$ cat src/design/tola_pkg.sv
package tola_pkg;

	localparam logic OP_REQUEST = 1'b0;
	localparam logic OP_RELEASE = 1'b1;

	typedef struct packed {
		logic       op;
		logic [2:0] requester;
	} in_t;

	typedef struct packed {
		logic [15:0] ticket;
		logic        grant_valid;
		logic [2:0]  grant_id;
		logic        overflow;
		logic        bad_id;
	} out_t;

	typedef enum logic [4:0] {
		ST_IDLE  = 5'b00001,
		ST_MAX   = 5'b00010,
		ST_WRITE = 5'b00100,
		ST_MIN   = 5'b01000,
		ST_DONE  = 5'b10000
	} state_t;

	typedef struct packed {
		logic clear;
		logic rvalid;
		logic mode_min;
	} scan_ctrl_t;

endpackage

$ cat src/design/tola_ram.sv
module tola_ram #(
	parameter int WIDTH = 16,
	parameter int DEPTH = 8
) (
	input  logic                     clk,
	input  logic                     we,
	input  logic [$clog2(DEPTH)-1:0] waddr,
	input  logic [WIDTH-1:0]         wdata,
	input  logic                     re,
	input  logic [$clog2(DEPTH)-1:0] raddr,
	output logic [WIDTH-1:0]         rdata
);

	logic [WIDTH-1:0] mem [DEPTH];

	always_ff @(posedge clk) begin
		if (we) begin
			mem[waddr] <= wdata;
		end
		if (re) begin
			rdata <= mem[raddr];
		end
	end

endmodule

$ cat src/design/tola_scan.sv
module tola_scan #(
	parameter int TICKET_BITS = 16,
	parameter int AW          = 3
) (
	input  logic                    clk,
	input  logic                    arst_n,
	input  tola_pkg::scan_ctrl_t    ctrl,
	input  logic [TICKET_BITS-1:0]  data,
	input  logic [AW-1:0]           idx,
	output logic [TICKET_BITS-1:0]  max_ticket,
	output logic                    have,
	output logic [AW-1:0]           best_id
);

	logic [TICKET_BITS-1:0] mx_q;
	logic [TICKET_BITS-1:0] best_q;
	logic [AW-1:0]          best_id_q;
	logic                   have_q;

	always_ff @(posedge clk or negedge arst_n) begin
		if (!arst_n) begin
			mx_q      <= '0;
			best_q    <= '0;
			best_id_q <= '0;
			have_q    <= 1'b0;
		end else if (ctrl.clear) begin
			mx_q      <= '0;
			best_q    <= '0;
			best_id_q <= '0;
			have_q    <= 1'b0;
		end else if (ctrl.rvalid) begin
			if (ctrl.mode_min) begin
				// ascending ids, so strict compare keeps the lower id on a tie
				if (data != '0 && (!have_q || data < best_q)) begin
					have_q    <= 1'b1;
					best_q    <= data;
					best_id_q <= idx;
				end
			end else if (data > mx_q) begin
				mx_q <= data;
			end
		end
	end

	assign max_ticket = mx_q;
	assign have       = have_q;
	assign best_id    = best_id_q;

endmodule

$ cat src/design/ticket_order_lock_arbiter_unit.sv
// A request walks the first n entries of the ticket RAM (n the effective count) for the
// largest ticket, writes its new ticket, walks them again for the holder and loads the result;
// a release writes zero and then walks for the holder, an ignored id only walks for the holder.
// One item is handled at a time, the serial walks of the ticket RAM setting the pace; the next
// item is taken while a result waits. Reset: asynchronous, active low; all tickets read as
// zero through per-entry valid bits, active_q returns to 8.
module ticket_order_lock_arbiter_unit #(
	parameter int NUM_REQUESTERS = 8,
	parameter int TICKET_BITS    = 16
) (
	input  logic           clk,
	input  logic           arst_n,
	input  logic           in_valid,
	output logic           in_ready,
	input  tola_pkg::in_t  in_data,
	output logic           out_valid,
	input  logic           out_ready,
	output tola_pkg::out_t out_data,
	input  logic           cfg_we,
	input  logic [3:0]     cfg_wdata
);

	localparam int AW    = $clog2(NUM_REQUESTERS);
	localparam int CNT_W = $clog2(NUM_REQUESTERS + 1);
	localparam logic [TICKET_BITS-1:0] TICKET_TOP = '1;

	tola_pkg::state_t state_q;
	logic [3:0]             active_q;
	logic [CNT_W-1:0]       eff;
	logic [CNT_W-1:0]       n_q;
	logic [CNT_W-1:0]       idx_q;
	logic                   op_q;
	logic [2:0]             id_q;
	logic                   bad_q;
	logic [TICKET_BITS-1:0] given_q;
	logic                   ovf_q;
	logic [NUM_REQUESTERS-1:0] valid_q;

	logic                   rv_s1;
	logic                   rvld_s1;
	logic [AW-1:0]          ridx_s1;

	logic                   issue;
	logic                   scan_done;
	logic                   in_fire;
	logic                   ram_we;
	logic [AW-1:0]          ram_waddr;
	logic [TICKET_BITS-1:0] ram_wdata;
	logic [TICKET_BITS-1:0] ram_rdata;
	logic [TICKET_BITS-1:0] rd_ticket;
	logic [TICKET_BITS-1:0] max_ticket;
	logic [TICKET_BITS-1:0] given;
	logic                   have;
	logic [AW-1:0]          best_id;
	logic                   out_valid_q;
	tola_pkg::out_t         out_q;
	tola_pkg::scan_ctrl_t   sctrl;

	always_comb begin
		if (int'(active_q) > NUM_REQUESTERS) begin
			eff = CNT_W'(NUM_REQUESTERS);
		end else begin
			eff = CNT_W'(active_q);
		end
	end

	assign in_ready  = (state_q == tola_pkg::ST_IDLE);
	assign in_fire   = in_valid && in_ready;
	assign issue     = (state_q == tola_pkg::ST_MAX || state_q == tola_pkg::ST_MIN)
		&& (idx_q < n_q);
	assign scan_done = (idx_q >= n_q) && !rv_s1;
	assign given     = (max_ticket == TICKET_TOP) ? TICKET_TOP
		: max_ticket + TICKET_BITS'(1);

	assign ram_we    = (state_q == tola_pkg::ST_WRITE);
	assign ram_waddr = AW'(id_q);
	assign ram_wdata = (op_q == tola_pkg::OP_REQUEST) ? given : '0;
	assign rd_ticket = rvld_s1 ? ram_rdata : '0;

	assign sctrl.clear    = in_fire || (state_q == tola_pkg::ST_WRITE);
	assign sctrl.rvalid   = rv_s1;
	assign sctrl.mode_min = (state_q == tola_pkg::ST_MIN);

	tola_ram #(
		.WIDTH(TICKET_BITS),
		.DEPTH(NUM_REQUESTERS)
	) u_ram (
		.clk   (clk),
		.we    (ram_we),
		.waddr (ram_waddr),
		.wdata (ram_wdata),
		.re    (issue),
		.raddr (idx_q[AW-1:0]),
		.rdata (ram_rdata)
	);

	tola_scan #(
		.TICKET_BITS(TICKET_BITS),
		.AW         (AW)
	) u_scan (
		.clk        (clk),
		.arst_n     (arst_n),
		.ctrl       (sctrl),
		.data       (rd_ticket),
		.idx        (ridx_s1),
		.max_ticket (max_ticket),
		.have       (have),
		.best_id    (best_id)
	);

	always_ff @(posedge clk or negedge arst_n) begin
		if (!arst_n) begin
			active_q <= 4'd8;
		end else if (cfg_we) begin
			active_q <= cfg_wdata;
		end
	end

	always_ff @(posedge clk or negedge arst_n) begin
		if (!arst_n) begin
			rv_s1   <= 1'b0;
			valid_q <= '0;
		end else begin
			rv_s1 <= issue;
			if (ram_we) begin
				valid_q[ram_waddr] <= 1'b1;
			end
		end
	end

	always_ff @(posedge clk) begin
		if (issue) begin
			rvld_s1 <= valid_q[idx_q[AW-1:0]];
			ridx_s1 <= idx_q[AW-1:0];
		end
	end

	always_ff @(posedge clk or negedge arst_n) begin
		if (!arst_n) begin
			state_q     <= tola_pkg::ST_IDLE;
			idx_q       <= '0;
			n_q         <= '0;
			out_valid_q <= 1'b0;
		end else begin
			if (state_q == tola_pkg::ST_DONE && (!out_valid_q || out_ready)) begin
				out_valid_q <= 1'b1;
			end else if (out_valid_q && out_ready) begin
				out_valid_q <= 1'b0;
			end
			if (issue) begin
				idx_q <= idx_q + CNT_W'(1);
			end
			unique case (state_q)
				tola_pkg::ST_IDLE: begin
					if (in_fire) begin
						n_q   <= eff;
						idx_q <= '0;
						if (int'(in_data.requester) >= int'(eff)) begin
							state_q <= tola_pkg::ST_MIN;
						end else if (in_data.op == tola_pkg::OP_REQUEST) begin
							state_q <= tola_pkg::ST_MAX;
						end else begin
							state_q <= tola_pkg::ST_WRITE;
						end
					end
				end
				tola_pkg::ST_MAX: begin
					if (scan_done) begin
						state_q <= tola_pkg::ST_WRITE;
					end
				end
				tola_pkg::ST_WRITE: begin
					idx_q   <= '0;
					state_q <= tola_pkg::ST_MIN;
				end
				tola_pkg::ST_MIN: begin
					if (scan_done) begin
						state_q <= tola_pkg::ST_DONE;
					end
				end
				tola_pkg::ST_DONE: begin
					if (!out_valid_q || out_ready) begin
						state_q <= tola_pkg::ST_IDLE;
					end
				end
				default: begin
					state_q <= tola_pkg::ST_IDLE;
				end
			endcase
		end
	end

	always_ff @(posedge clk) begin
		if (in_fire) begin
			op_q    <= in_data.op;
			id_q    <= in_data.requester;
			bad_q   <= int'(in_data.requester) >= int'(eff);
			given_q <= '0;
			ovf_q   <= 1'b0;
		end
		if (state_q == tola_pkg::ST_WRITE && op_q == tola_pkg::OP_REQUEST) begin
			given_q <= given;
			ovf_q   <= (max_ticket == TICKET_TOP);
		end
		if (state_q == tola_pkg::ST_DONE && (!out_valid_q || out_ready)) begin
			out_q.ticket      <= 16'(given_q);
			out_q.grant_valid <= have;
			out_q.grant_id    <= have ? 3'(best_id) : 3'd0;
			out_q.overflow    <= ovf_q;
			out_q.bad_id      <= bad_q;
		end
	end

	assign out_valid = out_valid_q;
	assign out_data  = out_q;

endmodule

$ cat config.mk
export PLATFORM = sky130hd
export DESIGN_NAME = ticket_order_lock_arbiter_unit
export DESIGN_NICKNAME = d
export VERILOG_FILES = /design/src/design/tola_pkg.sv /design/src/design/tola_ram.sv /design/src/design/tola_scan.sv /design/src/design/ticket_order_lock_arbiter_unit.sv
export SDC_FILE = /design/constraint.sdc
export NUM_CORES = 1
export LEC_CHECK = 0
export BUFFER_PORTS_ARGS = -buffer_cell sky130_fd_sc_hd__buf_2
export CAP_MARGIN = 20
export CORE_UTILIZATION = 56
export DETAILED_ROUTE_END_ITERATION = 6
export HOLD_SLACK_MARGIN = 0.02
export PLACE_DENSITY = 0.74
export SETUP_SLACK_MARGIN = 0.1
export SLEW_MARGIN = 20
export SYNTH_ARGS = -nofsm -noshare
export SYNTH_HDL_FRONTEND = slang
export SYNTH_SLANG_ARGS = --single-unit
$ cat constraint.sdc
create_clock -name clk -period 4 [get_ports clk]
set_input_delay 0.4 -clock clk [delete_from_list [all_inputs] [get_ports clk]]
set_output_delay 0.4 -clock clk [all_outputs]
set_load 0.01 [all_outputs]
==> impl_metrics.py <==
metrics = {
    "synth": {
        "synthDistinctLibCells": 51,
        "synth_commonest_cells": "edfxtp_1 (192), dfrtp_1 (61), a21oi_1 (46)",
        "synth-edff-count": 192,
        "ys_seq_area_frac": 0.664,
        "avgSynthCellArea_um2": 14.7,
        "yosys_warnings": 0,
        "yosysTopAreaCell": "edfxtp_1",
        "yosys_most_used_dff": "edfxtp_1",
        "synth_top_area_share": 0.521,
        "syn_nets": 805,
        "synth_area_leaders": "edfxtp_1 (52%), dfrtp_1 (14%), mux4_2 (6.9%)",
        "synth.most_common_cell": "edfxtp_1",
        "ys_seq_elements": 255,
        "syn_inst": 754,
        "synth_area_um2": 11100,
        "synthArstFlopShare": 0.247,
    },
    "power_and_ir_drop": {
        "combPwrFrac": 0.206,
        "vdd_drop_max_uv": 502,
        "clkPwrFrac": 0.331,
        "p_sw_frac": 0.286,
        "p_int_mw": 5.36,
        "seqPwrFrac": 0.462,
        "p_per_area_nw_per_um2": 600,
        "leakage_nw": 4.61,
        "fin_total_pwr_mw": 7.51,
        "power.switching_mw": 2.15,
    },
    "grt": {
        "grt_pass1_wl_um": 37300,
        "grt_usage": 0.249,
        "antenna_found_initial": 1,
        "grt_pass1_vias": 6649,
        "grt_max_degree": 39,
        "gr-total-overflow": 0,
    },
    "detailed_routing": {
        "routed-wl-met3_um": 1370,
        "route.detailed.drc": 0,
        "drtIter0Drc": 682,
        "viasPerCell": 5.93,
        "met2_length_um": 11800,
        "dr.max_layer_used": "met5",
        "dr.pass1.iters": 5,
        "ant_nets": 0,
        "wl_um": 24300,
        "wl_per_cell_um": 22.3,
        "wl_met1_um": 10400,
        "route.vias.total": 6460,
    },
    "timing": {
        "hold_violations": 0,
        "tightest_slew_ns": 0.840,
        "finalSetupViolCount": 0,
        "setup_ws_ns": 0.848,
        "setup-tns-final_ns": 0,
        "skew_ns": 0.0191,
        "rsz0062_at_grt": "no",
        "period_share": 0.788,
        "final_max_slew_viol_count": 0,
        "slew_headroom": 0.440,
        "fmax_mhz": 317,
        "whs_ns": 0.0490,
        "min_period_ns": 3.15,
    },
    "clock_tree": {
        "clock_sinks": 255,
        "cts_buffers": 26,
        "ctsHtreeMaxLevel": 1,
        "clkSlewWorstSetupHoldPaths_ns": 0.06,
        "cts.path.max_buffers": 3,
        "cts_hold_buf": 1,
        "cts_root_buf": "clkbuf_16",
        "cts_tree": "built",
        "clk_latency_ns": 0.54,
        "post_cts_resized": 0,
        "cts_setup_buffers": 0,
    },
    "critical_path": {
        "cp.arrival_ns": 3.55,
        "cp-end-kind": "register",
        "crit_buf_inv": 1,
        "critPathKind": "reg2reg",
        "cp_top_family": "simple AND/OR/NAND/NOR gates",
        "critPathMaxStageDelay_ns": 0.64,
        "critPathRequiredTime_ns": 4.40,
        "crit_chain": "and2_1 -> ha_1 -> nand4_1 -> or4_1 -> o311a_1 -> o31ai_4 -> buf_4 -> mux2i_1 -> nor2_1",
        "reg2reg_depth": 9,
        "setup.worst_path.start_class": "register",
        "slowest_stage": "edfxtp_1",
        "cp.depth": 9,
        "worstPathMaxFanout": 19,
    },
    "final_layout": {
        "fillers": 1402,
        "postLayoutCellArea_um2": 12500,
        "n_antenna_cell": 0,
        "drive_above_1_share": 0.218,
        "multi_input_comb_area_um2": 3450,
        "regArea_um2": 7350,
        "layout-area-overhead-vs-synth_pct": 13.1,
        "stdcell_count": 1089,
        "fin_util": 0.645,
        "final_nets": 855,
    },
    "floorplan": {
        "design.die.area_um2": 20300,
        "core_um2": 19400,
        "placement_rows": 51,
        "start_util": 0.571,
        "io_pins": 37,
        "die_x_um": 143,
        "die_y_um": 143,
    },
    "run": {
        "maxCapViolations": 0,
    },
    "placed_design": {
        "dp.cells": 1040,
        "pre_cts_ws_ns": 0.909,
        "post_dp_cell_area_um2": 11600,
        "routabilityCongestion": 0.892,
        "dp.final_hpwl_um": 15900,
        "numPortBuffers": 36,
    },
    "outcome": {
        "outcome": "complete, no violations",
    },
    "min_path": {
        "hold_path.class": "in2reg",
        "hold_path_depth": 1,
    },
}
power groups by stage:
stage                     Combinational (mW)  Sequential (mW)  Clock, mW
after floorplan                         1.16             3.42          0
after detailed placement                1.52             3.52          0
after global routing                    1.70             3.50       2.61
final                                   1.55             3.47       2.49
after CTS                               1.54             3.47       2.52
after global placement                  1.47             3.50          0
kinds of logic (layout without fill, tap and decap cells):
group,Yosys count,after routing,synth area share
adders and majority gates,38,38,0.0430
xor gates and xnor gates,16,16,0.0127
AOI/OAI and AO/OA,98,98,0.0501
DFF,255,255,0.664
and+or+nand+nor,198,198,0.0922
buffers and inverters,74,144,0.0296
muxes,75,75,0.109
registers in the layout, summed over array words and instances (netlist names):
register and count:
out_valid 1, id_q 3, u_ram.mem 128, u_scan.best_q 16, active_q 4, u_ram.rdata 16, valid_q 8, bad_q 1
rvld_s1 1, state_q 5, idx_q 4, rv_s1 1, given_q 16, op_q 1, u_scan.have 1, u_scan.max_ticket 16
u_scan.best_id 3, out_data 22, n_q 4, ridx_s1 3, ovf_q 1
per-layer routing:
layer,vias to the layer above,GRT usage
li1,2926,-
met1,3263,0.339
met2,221,0.413
met3,48,0.0363
met4,2,0.0809
met5,-,0
cells in the final DEF (no fill, tap or decap), types with 5 or more instances in the layout:
master,synthesis,routed
a21oi_1,46,45
and2_1,23,23
and3_1,5,5
buf_2,6,36
buf_4,0,17
clkbuf_16,0,29
clkbuf_8,1,9
clkinv_2,0,5
dfrtp_1,61,60
edfxtp_1,192,192
ha_1,38,38
inv_1,42,42
mux2_2,23,23
mux2i_1,18,18
mux4_2,34,34
nand2_1,29,29
nand2b_1,7,7
nand3_1,35,35
nand4_1,7,7
nor2_1,42,42
nor2b_1,5,5
nor3_1,12,8
nor4_1,9,8
o21ai_0,34,34
or2_2,12,12
xnor2_1,13,13
final timing paths:
| path | from | end | slack (ns) |
|---|---|---|---|
| worst max-delay path | rvld_s1$_DFFE_PP_ | u_scan.max_ticket[13]$_DFFE_PN0P_ | 0.85 |
| worst min-delay path | in_data[2] | id_q[2]$_DFFE_PP_ | 0.05 |
| worst max register to register | rvld_s1$_DFFE_PP_ | u_scan.max_ticket[13]$_DFFE_PN0P_ | 0.85 |
| worst min register to register | given_q[7]$_SDFFCE_PN0P_ | out_data[13]$_DFFE_PP_ | 0.42 |
| max in group asynchronous | arst_n | u_scan.max_ticket[15]$_DFFE_PN0P_ | 2.65 |
| min in group asynchronous | arst_n | n_q[1]$_DFFE_PN0P_ | 0.40 |
worst register-to-register path, delay by kind of cell (launching register included):
family	cells	cell delay (ns)
buffers and inverters	1	0.23
muxes	1	0.22
adders and majority gates	1	0.33
DFF	1	0.64
AOI/OAI and AO/OA	2	0.48
and+or+nand+nor	4	1.10
cell type report:
type / count / share of cell area
sequential: 255 / 0.587
inverter: 42 / 0.0126
timing repair buffer: 54 / 0.0254
clock inverter: 6 / 0.00440
tap: 265 / 0.0265
clock buffer: 42 / 0.0691
multi-input combinational: 425 / 0.275
No activity file was read; power rests on OpenSTA's default activity.
